==> src/hw/rtl/ptsb_pkg.sv <==
`timescale 1ns / 1ps

package ptsb_pkg;

    localparam int SLOT_COUNT_DEF = 8;
    localparam int SLOT_COUNT_MAX = 16;

    localparam int OP_W     = 3;
    localparam int SLOT_W   = 4;
    localparam int COUNT_W  = 32;
    localparam int STATUS_W = 2;

    localparam logic [OP_W-1:0] OP_TICK    = 3'd0;
    localparam logic [OP_W-1:0] OP_CREATE  = 3'd1;
    localparam logic [OP_W-1:0] OP_START   = 3'd2;
    localparam logic [OP_W-1:0] OP_RELOAD  = 3'd3;
    localparam logic [OP_W-1:0] OP_STOP    = 3'd4;
    localparam logic [OP_W-1:0] OP_DELETE  = 3'd5;
    localparam logic [OP_W-1:0] OP_PROCESS = 3'd6;

    localparam logic [STATUS_W-1:0] ST_OK    = 2'd0;
    localparam logic [STATUS_W-1:0] ST_FULL  = 2'd1;
    localparam logic [STATUS_W-1:0] ST_RANGE = 2'd2;

    typedef struct packed {
        logic [COUNT_W-1:0] reload_value;
        logic [COUNT_W-1:0] down_count;
        logic               running;
        logic               due_mark;
        logic               always_fire;
        logic               in_use;
    } slot_t;

    // control for the update unit at the head of the ring
    typedef struct packed {
        logic [OP_W-1:0]    op;
        logic               hit;
        logic               found;
        logic [COUNT_W-1:0] interval;
    } head_ctl_t;

    typedef struct packed {
        logic take;
        logic report;
    } head_flags_t;

endpackage

==> src/hw/rtl/periodic_timer_slot_bank_unit.sv <==
`timescale 1ns / 1ps
// Channel   Signals                               Direction
// req       req_valid, req_stall; operation,      in
//           slot, interval
// rsp       rsp_valid, rsp_stall; status,         out
//           slot_out, fired, last
//
// Slot state sits in a ring of SLOT_COUNT cells that, during a sweep, rotates one
// place per cycle through an update unit at its head; every operation is one full turn.
// The final word is loaded into rsp from the done state that follows the sweep,
// and req_stall stays high until that load, so the bank takes no new request
// while an operation is still under way.
// Process holds the ring while a reported word waits on a stalled rsp.
// Reset clears every slot and the control state at once; no clearing pass.

module periodic_timer_slot_bank_unit
#(
    parameter int SLOT_COUNT = ptsb_pkg::SLOT_COUNT_DEF
)
(
    input  logic                            clk,
    input  logic                            rst_n,
    input  logic                            req_valid,
    output logic                            req_stall,
    input  logic [ptsb_pkg::OP_W-1:0]       operation,
    input  logic [ptsb_pkg::SLOT_W-1:0]     slot,
    input  logic [ptsb_pkg::COUNT_W-1:0]    interval,
    output logic                            rsp_valid,
    input  logic                            rsp_stall,
    output logic [ptsb_pkg::STATUS_W-1:0]   status,
    output logic [ptsb_pkg::SLOT_W-1:0]     slot_out,
    output logic                            fired,
    output logic                            last
);

    localparam int IDX_W = (SLOT_COUNT > 1) ? $clog2(SLOT_COUNT) : 1;
    localparam logic [IDX_W-1:0] LAST_STEP = IDX_W'(SLOT_COUNT - 1);

    localparam logic [1:0] S_IDLE  = 2'd0;
    localparam logic [1:0] S_SWEEP = 2'd1;
    localparam logic [1:0] S_DONE  = 2'd2;

    logic [1:0] state_reg;
    logic [1:0] state_next;

    logic [ptsb_pkg::OP_W-1:0]    op_reg;
    logic [ptsb_pkg::SLOT_W-1:0]  slot_reg;
    logic [ptsb_pkg::COUNT_W-1:0] interval_reg;
    logic [IDX_W-1:0]             step_reg;
    logic [IDX_W-1:0]             step_next;
    logic                         found_reg;
    logic                         found_next;
    logic [IDX_W-1:0]             found_idx_reg;
    logic [IDX_W-1:0]             found_idx_next;
    logic                         pend_valid_reg;
    logic                         pend_valid_next;
    logic [IDX_W-1:0]             pend_slot_reg;
    logic [IDX_W-1:0]             pend_slot_next;

    logic                            out_valid_reg;
    logic [ptsb_pkg::STATUS_W-1:0]   status_reg;
    logic [ptsb_pkg::SLOT_W-1:0]     slot_out_reg;
    logic                            fired_reg;
    logic                            last_reg;

    logic                            accept;
    logic                            out_free;
    logic                            advance;
    logic                            shift_en;
    logic                            sweep_push;
    logic                            done_push;
    logic                            out_load;
    logic [ptsb_pkg::STATUS_W-1:0]   load_status;
    logic [ptsb_pkg::SLOT_W-1:0]     load_slot;
    logic                            load_fired;
    logic                            load_last;
    logic                            range_op;
    logic                            in_range;

    ptsb_pkg::slot_t       cell_q [SLOT_COUNT];
    ptsb_pkg::slot_t       cell_d [SLOT_COUNT];
    ptsb_pkg::slot_t       head_upd;
    ptsb_pkg::head_ctl_t   head_ctl;
    ptsb_pkg::head_flags_t head_flags;

    assign accept   = req_valid && !req_stall;
    assign out_free = !out_valid_reg || !rsp_stall;
    assign in_range = {1'b0, slot_reg} < (ptsb_pkg::SLOT_W + 1)'(SLOT_COUNT);

    // ring of slot cells, head feeds the last cell
    genvar gi;
    generate
        for (gi = 0; gi < SLOT_COUNT; gi++)
        begin : g_cell
            if (gi == SLOT_COUNT - 1)
            begin : g_tail
                assign cell_d[gi] = head_upd;
            end
            else
            begin : g_mid
                assign cell_d[gi] = cell_q[gi+1];
            end
            ptsb_cell u_cell
            (
                .clk      (clk),
                .rst_n    (rst_n),
                .shift_en (shift_en),
                .d        (cell_d[gi]),
                .q        (cell_q[gi])
            );
        end
    endgenerate

    assign head_ctl.op       = op_reg;
    assign head_ctl.hit      = (ptsb_pkg::SLOT_W'(step_reg) == slot_reg);
    assign head_ctl.found    = found_reg;
    assign head_ctl.interval = interval_reg;

    ptsb_head u_head
    (
        .ctl   (head_ctl),
        .cur   (cell_q[0]),
        .upd   (head_upd),
        .flags (head_flags)
    );

    // a reported slot with one already pending needs room in rsp
    assign sweep_push = (state_reg == S_SWEEP) && head_flags.report && pend_valid_reg
                        && out_free;
    assign advance    = (state_reg == S_SWEEP)
                        && !(head_flags.report && pend_valid_reg && !out_free);
    assign shift_en   = advance;
    assign done_push  = (state_reg == S_DONE) && out_free;
    assign out_load   = sweep_push || done_push;
    assign req_stall  = (state_reg != S_IDLE);

    always_comb
    begin
        unique case (op_reg) inside
            ptsb_pkg::OP_START, ptsb_pkg::OP_RELOAD,
            ptsb_pkg::OP_STOP, ptsb_pkg::OP_DELETE:
            begin
                range_op = 1'b1;
            end
            default:
            begin
                range_op = 1'b0;
            end
        endcase
    end

    always_comb
    begin
        load_status = ptsb_pkg::ST_OK;
        load_slot   = '0;
        load_fired  = 1'b0;
        load_last   = 1'b1;
        if (sweep_push)
        begin
            load_slot  = ptsb_pkg::SLOT_W'(pend_slot_reg);
            load_fired = 1'b1;
            load_last  = 1'b0;
        end
        else if (range_op && !in_range)
        begin
            load_status = ptsb_pkg::ST_RANGE;
        end
        else if (op_reg == ptsb_pkg::OP_CREATE)
        begin
            if (found_reg)
            begin
                load_slot = ptsb_pkg::SLOT_W'(found_idx_reg);
            end
            else
            begin
                load_status = ptsb_pkg::ST_FULL;
            end
        end
        else if (pend_valid_reg)
        begin
            load_slot  = ptsb_pkg::SLOT_W'(pend_slot_reg);
            load_fired = 1'b1;
        end
    end

    always_comb
    begin
        state_next      = state_reg;
        step_next       = step_reg;
        found_next      = found_reg;
        found_idx_next  = found_idx_reg;
        pend_valid_next = pend_valid_reg;
        pend_slot_next  = pend_slot_reg;
        unique case (state_reg)
            S_IDLE:
            begin
                if (accept)
                begin
                    state_next      = S_SWEEP;
                    step_next       = '0;
                    found_next      = 1'b0;
                    pend_valid_next = 1'b0;
                end
            end
            S_SWEEP:
            begin
                if (advance)
                begin
                    if (head_flags.take)
                    begin
                        found_next     = 1'b1;
                        found_idx_next = step_reg;
                    end
                    if (head_flags.report)
                    begin
                        pend_valid_next = 1'b1;
                        pend_slot_next  = step_reg;
                    end
                    if (step_reg == LAST_STEP)
                    begin
                        state_next = S_DONE;
                    end
                    else
                    begin
                        step_next = step_reg + IDX_W'(1);
                    end
                end
            end
            S_DONE:
            begin
                if (out_free)
                begin
                    state_next = S_IDLE;
                end
            end
            default:
            begin
                state_next = S_IDLE;
            end
        endcase
    end

    always_ff @(posedge clk or negedge rst_n)
    begin
        if (!rst_n)
        begin
            state_reg      <= S_IDLE;
            step_reg       <= '0;
            found_reg      <= 1'b0;
            pend_valid_reg <= 1'b0;
            out_valid_reg  <= 1'b0;
        end
        else
        begin
            state_reg      <= state_next;
            step_reg       <= step_next;
            found_reg      <= found_next;
            pend_valid_reg <= pend_valid_next;
            if (out_load)
            begin
                out_valid_reg <= 1'b1;
            end
            else if (!rsp_stall)
            begin
                out_valid_reg <= 1'b0;
            end
        end
    end

    always_ff @(posedge clk)
    begin
        found_idx_reg <= found_idx_next;
        pend_slot_reg <= pend_slot_next;
        if (accept)
        begin
            op_reg       <= operation;
            slot_reg     <= slot;
            interval_reg <= interval;
        end
        if (out_load)
        begin
            status_reg   <= load_status;
            slot_out_reg <= load_slot;
            fired_reg    <= load_fired;
            last_reg     <= load_last;
        end
    end

    assign rsp_valid = out_valid_reg;
    assign status    = status_reg;
    assign slot_out  = slot_out_reg;
    assign fired     = fired_reg;
    assign last      = last_reg;

endmodule

==> src/hw/rtl/ptsb_cell.sv <==
`timescale 1ns / 1ps

module ptsb_cell
(
    input  logic            clk,
    input  logic            rst_n,
    input  logic            shift_en,
    input  ptsb_pkg::slot_t d,
    output ptsb_pkg::slot_t q
);

    ptsb_pkg::slot_t slot_reg;
    ptsb_pkg::slot_t slot_next;

    always_comb
    begin
        slot_next = slot_reg;
        if (shift_en)
        begin
            slot_next = d;
        end
    end

    always_ff @(posedge clk or negedge rst_n)
    begin
        if (!rst_n)
        begin
            slot_reg <= '0;
        end
        else
        begin
            slot_reg <= slot_next;
        end
    end

    assign q = slot_reg;

endmodule

==> src/hw/rtl/ptsb_head.sv <==
`timescale 1ns / 1ps

module ptsb_head
(
    input  ptsb_pkg::head_ctl_t   ctl,
    input  ptsb_pkg::slot_t       cur,
    output ptsb_pkg::slot_t       upd,
    output ptsb_pkg::head_flags_t flags
);

    logic [ptsb_pkg::COUNT_W-1:0] count_dec;

    assign count_dec = cur.down_count - ptsb_pkg::COUNT_W'(1);

    always_comb
    begin
        upd          = cur;
        flags.take   = 1'b0;
        flags.report = 1'b0;
        unique case (ctl.op)
            ptsb_pkg::OP_TICK:
            begin
                if (cur.running && (cur.down_count != '0))
                begin
                    if (count_dec == '0)
                    begin
                        upd.down_count = cur.reload_value;
                        upd.due_mark   = 1'b1;
                    end
                    else
                    begin
                        upd.down_count = count_dec;
                    end
                end
            end
            ptsb_pkg::OP_CREATE:
            begin
                // first free slot seen in the sweep is the lowest index
                if (!cur.in_use && !ctl.found)
                begin
                    flags.take       = 1'b1;
                    upd.reload_value = ctl.interval;
                    upd.down_count   = ctl.interval;
                    upd.due_mark     = 1'b0;
                    upd.running      = 1'b0;
                    upd.always_fire  = (ctl.interval == '0);
                    upd.in_use       = 1'b1;
                end
            end
            ptsb_pkg::OP_START:
            begin
                if (ctl.hit)
                begin
                    upd.running = 1'b1;
                end
            end
            ptsb_pkg::OP_RELOAD:
            begin
                if (ctl.hit)
                begin
                    upd.down_count = cur.reload_value;
                end
            end
            ptsb_pkg::OP_STOP:
            begin
                if (ctl.hit)
                begin
                    upd.running = 1'b0;
                end
            end
            ptsb_pkg::OP_DELETE:
            begin
                if (ctl.hit)
                begin
                    upd = '0;
                end
            end
            ptsb_pkg::OP_PROCESS:
            begin
                flags.report = cur.due_mark || cur.always_fire;
                upd.due_mark = 1'b0;
            end
            default:
            begin
                upd = cur;
            end
        endcase
    end

endmodule

==> config.mk <==
export PLATFORM = sky130hd
export DESIGN_NAME = periodic_timer_slot_bank_unit
export DESIGN_NICKNAME = d
export VERILOG_FILES = /design/src/hw/rtl/ptsb_pkg.sv /design/src/hw/rtl/periodic_timer_slot_bank_unit.sv /design/src/hw/rtl/ptsb_cell.sv /design/src/hw/rtl/ptsb_head.sv
export SDC_FILE = /design/constraint.sdc
export NUM_CORES = 1
export LEC_CHECK = 0
export ABC_AREA = 1
export ABC_CLOCK_PERIOD_IN_PS = 4350
export BUFFER_PORTS_ARGS = -buffer_cell sky130_fd_sc_hd__buf_2
export CAP_MARGIN = 20
export CORE_MARGIN = 2
export CORE_UTILIZATION = 25
export CTS_CLUSTER_DIAMETER = 80
export DETAILED_ROUTE_END_ITERATION = 10
export PLACE_DENSITY = 0.45
export RECOVER_POWER = 50
export SETUP_SLACK_MARGIN = 0.2
export SYNTH_ARGS = -nofsm -noshare
export SYNTH_HDL_FRONTEND = slang
export SYNTH_SLANG_ARGS = --single-unit
==> constraint.sdc <==
create_clock -name clk -period 4.35 [get_ports clk]
set_input_delay 0.6525 -clock clk [delete_from_list [all_inputs] [get_ports clk]]
set_output_delay 0.6525 -clock clk [all_outputs]
set_load 0.01 [all_outputs]
==> summary.txt <==
Power
  • Static Leak: 14.70 nW
  • Pwr Total: 24.23 mW
  • Maximum VDD drop: 0.0006549 V
  • Power density of the placed cells: 799.0 nW/um^2

Worst hold path
  • Tightest Hold Check Type: primary input to register
  • WHS Path Cells: 1
  • Hold_sp: interval[9]
  • Worst hold path endpoint: interval_reg[9]

Route
  • Drc violations: 0
  • Detailed Route WL: 72180 um
  • Metal-1 WL: 36300 um
  • Initial DRC count: 1802
  • Metal2 WL: 31050 um
  • Metal3 WL: 3374 um
  • Via density: 4.368
  • 1st-pass router iterations: 7
  • DR vias: 20056
  • Final ANT Viol Nets: 0
  • Highest metal used: met4
  • WL/cell: 15.72 um

Setup path
  • Slowest-stage cell, CP: dfrtp_1
  • Reg-to-Reg End: g_cell[7].u_cell.q[19]
  • Worst Path Required: 4840 ps
  • Max FO, Critical Path: 13
  • CP dominant cell by count: nand2_1
  • Worst setup EP type: register
  • Critical path class: register to register
  • Reg2reg start: g_cell[0].u_cell.q[4]
  • CP max stage delay: 400 ps
  • Startpoint Class: register
  • Crit-path cells: inv_1 -> ha_1 -> nand2_4 -> nor2_2 -> nand2_1 -> o21ai_1 -> nand2_1 -> nor2_1 -> nand3_1 -> nor2_4 -> buf_4 -> nand4_1 -> nand3_1 -> nand2_1 -> nand2_1 -> nand2_1 -> nand2_1 -> nand2_1
  • Worst path arrival time: 3770 ps
  • Register-to-register setup slack: 1080 ps
  • Worst-case reg-to-reg path depth: 18

Placed design
  • Placed insts: 4468
  • Routability congestion estimate: 0.9382
  • Post-detail-place hpwl: 46020 um
  • # port buffers: 51

Synth
  • Ys Warns: 0
  • Yosys top cell by area: dfrtp_1
  • Netlist Area Pre-Place: 26280 um^2
  • Most common cell in the netlist: nand2_1
  • Primary FF master, synth: dfrtp_1
  • Synth Instances: 3168
  • Most common library cells after synthesis: 1387 x nand2_1, 552 x dfrtp_1, 317 x o21ai_0
  • EDFF count, synth: 52
  • Mapped Nets: 3216
  • Synth Register Bits: 604
  • Top-area cell type share of the netlist area: 0.5255
  • Post-synthesis sequential area ratio: 0.5849
  • Number of distinct library cells after synthesis: 43
  • Largest cells by area after synthesis: dfrtp_1 53%, nand2_1 20%, o21ai_0 6.0%
  • Syn Area/Cell: 8.297 um^2
  • Synth async-reset ratio: 0.9139

STA
  • Worst-margin pin slew: 2769 ps
  • Period utilization: 0.7520
  • Unrepaired setup endpoints after global routing: false
  • Setup TNS: 0 ps
  • Fin. Hold Viols: 0
  • Final Skew: 36.12 ps
  • # setup viols final: 0
  • Final max-slew violation count: 96
  • F_max: 305.7 MHz
  • Min Tclk post-route: 3271 ps
  • Fin Hold WS: 197.2 ps
  • Worst slew margin relative to its limit: -0.8463

Finish
  • Post-layout utilization of the core: 0.2917
  • Layout cells sized above 1: 0.07347
  • Non-filler cells, final: 4592
  • Area delta synth->final: 15.37%
  • N_diodes: 0
  • Max FFs per register: 544
  • Nets: 3207

Global routing
  • Grt ovf: 0
  • Largest net degree at the start of global routing: 225
  • Vias in the first global route: 19481
  • Antenna violations before repair: 1
  • Global Route Usage Sum: 0.1351
  • First-pass GRT wire length: 115700 um

Clocking
  • Post-CTS Setup Bufs: 0
  • Clock transition at the registers of the reported paths: 60 ps
  • Clk_lat worst skew: 630 ps
  • CTS sink count: 604
  • # resized after CTS: 0
  • Root buffer cell: clkbuf_16
  • CTS max path bufs: 3
  • Htree depth: 3
  • CTS tree: done
  • Hold Buf Count CTS: 0
  • Total CTS buffers: 69

Die
  • Row cnt: 118
  • Initial Util: 0.2529
  • Chip width: 328.2 um
  • Die area: 107700 um^2
  • Die height: 328.2 um
  • Core area: 103900 um^2
  • IO Count: 53

Job
  • Max_cap viols: 1

Run status
  • Failing checks: max-capacitance violations, max-slew violations
  • Status: finished with violations
-- metrics by stage --
stage                     cell area (um^2)  setup slack, ps
after floorplan                      26280            831.5
after detailed placement             28000             1159
after global routing                 30320            423.5
final                                30320             1079
after CTS                            30380             1123
after global placement               28000             1175
-- metal layers --
metal	vias up	track usage
met5	-	0
li1	10005	-
met3	102	0.02313
met1	9551	0.2017
met4	0	0.03901
met2	398	0.1988
-- cell families (layout without fill, tap and decap cells) --
kind of cell,count (synthesis),after routing,synth area share
AO/OA/AOI/OAI,478,478,0.09692
buffers and inverters,405,449,0.06055
adder cells (fa/ha/maj),5,5,0.002380
other,1,1,0.0001427
XOR/XNOR,5,5,0.001666
AND/OR/NAND/NOR,1670,1670,0.2534
flip-flops,604,604,0.5849
-- cell type report --
| cell class | instances | area [um^2] |
|---|---|---|
| Tap cell | 1380 | 1727 |
| Multi-Input combinational cell | 2159 | 9349 |
| Timing Repair Buffer | 87 | 593.1 |
| Fill cell | 11172 | 73620 |
| Sequential cell | 604 | 15370 |
| Inverter | 238 | 900.9 |
| Clock inverter | 31 | 366.6 |
| Clock buffer | 93 | 2013 |
-- cells in the final DEF (no fill, tap or decap), drive strengths merged, types with 5 or more instances in the layout --
cell type     n
buf          70
dfrtp       552
nand3        67
clkinv       20
a21oi        92
nand4        34
o21ai       332
edfxtp       52
inv         240
nand2      1398
ha            5
a31oi        15
bufinv        7
nor4          6
o211ai        7
a311oi       11
nor3         22
xor2          5
clkbuf      110
nor2        141
o22ai        13
-- report_power, final --
part           internal (mW)  total [mW]  switching [mW]
combinational           2.43        8.61            6.19
sequential              8.02        9.52            1.50
clock                   3.68        6.10            2.42
-- critical path, delay by kind of cell, from the launching register on --
| kind | cells | cell delay (ps) |
|---|---|---|
| simple gates | 14 | 1770 |
| flops | 1 | 400 |
| compound gates | 1 | 140 |
| buf+inv | 2 | 510 |
| fa+ha+maj | 1 | 300 |
-- worst max-delay path by stage --
stage,start,to,slack (ps),depth (start not counted)
5_1_grt,rst_n,g_cell[6].u_cell.q[49],420,2
3_3_place_gp,g_cell[0].u_cell.q[4],g_cell[7].u_cell.q[23],1180,18
2_1_floorplan,rsp_stall,step_reg[0],830,8
6_report,g_cell[0].u_cell.q[4],g_cell[7].u_cell.q[19],1080,18
3_5_place_dp,g_cell[0].u_cell.q[4],g_cell[7].u_cell.q[22],1160,18
4_1_cts,g_cell[0].u_cell.q[4],g_cell[7].u_cell.q[19],1120,18
Note: power is estimated with default switching activity, not from simulation.
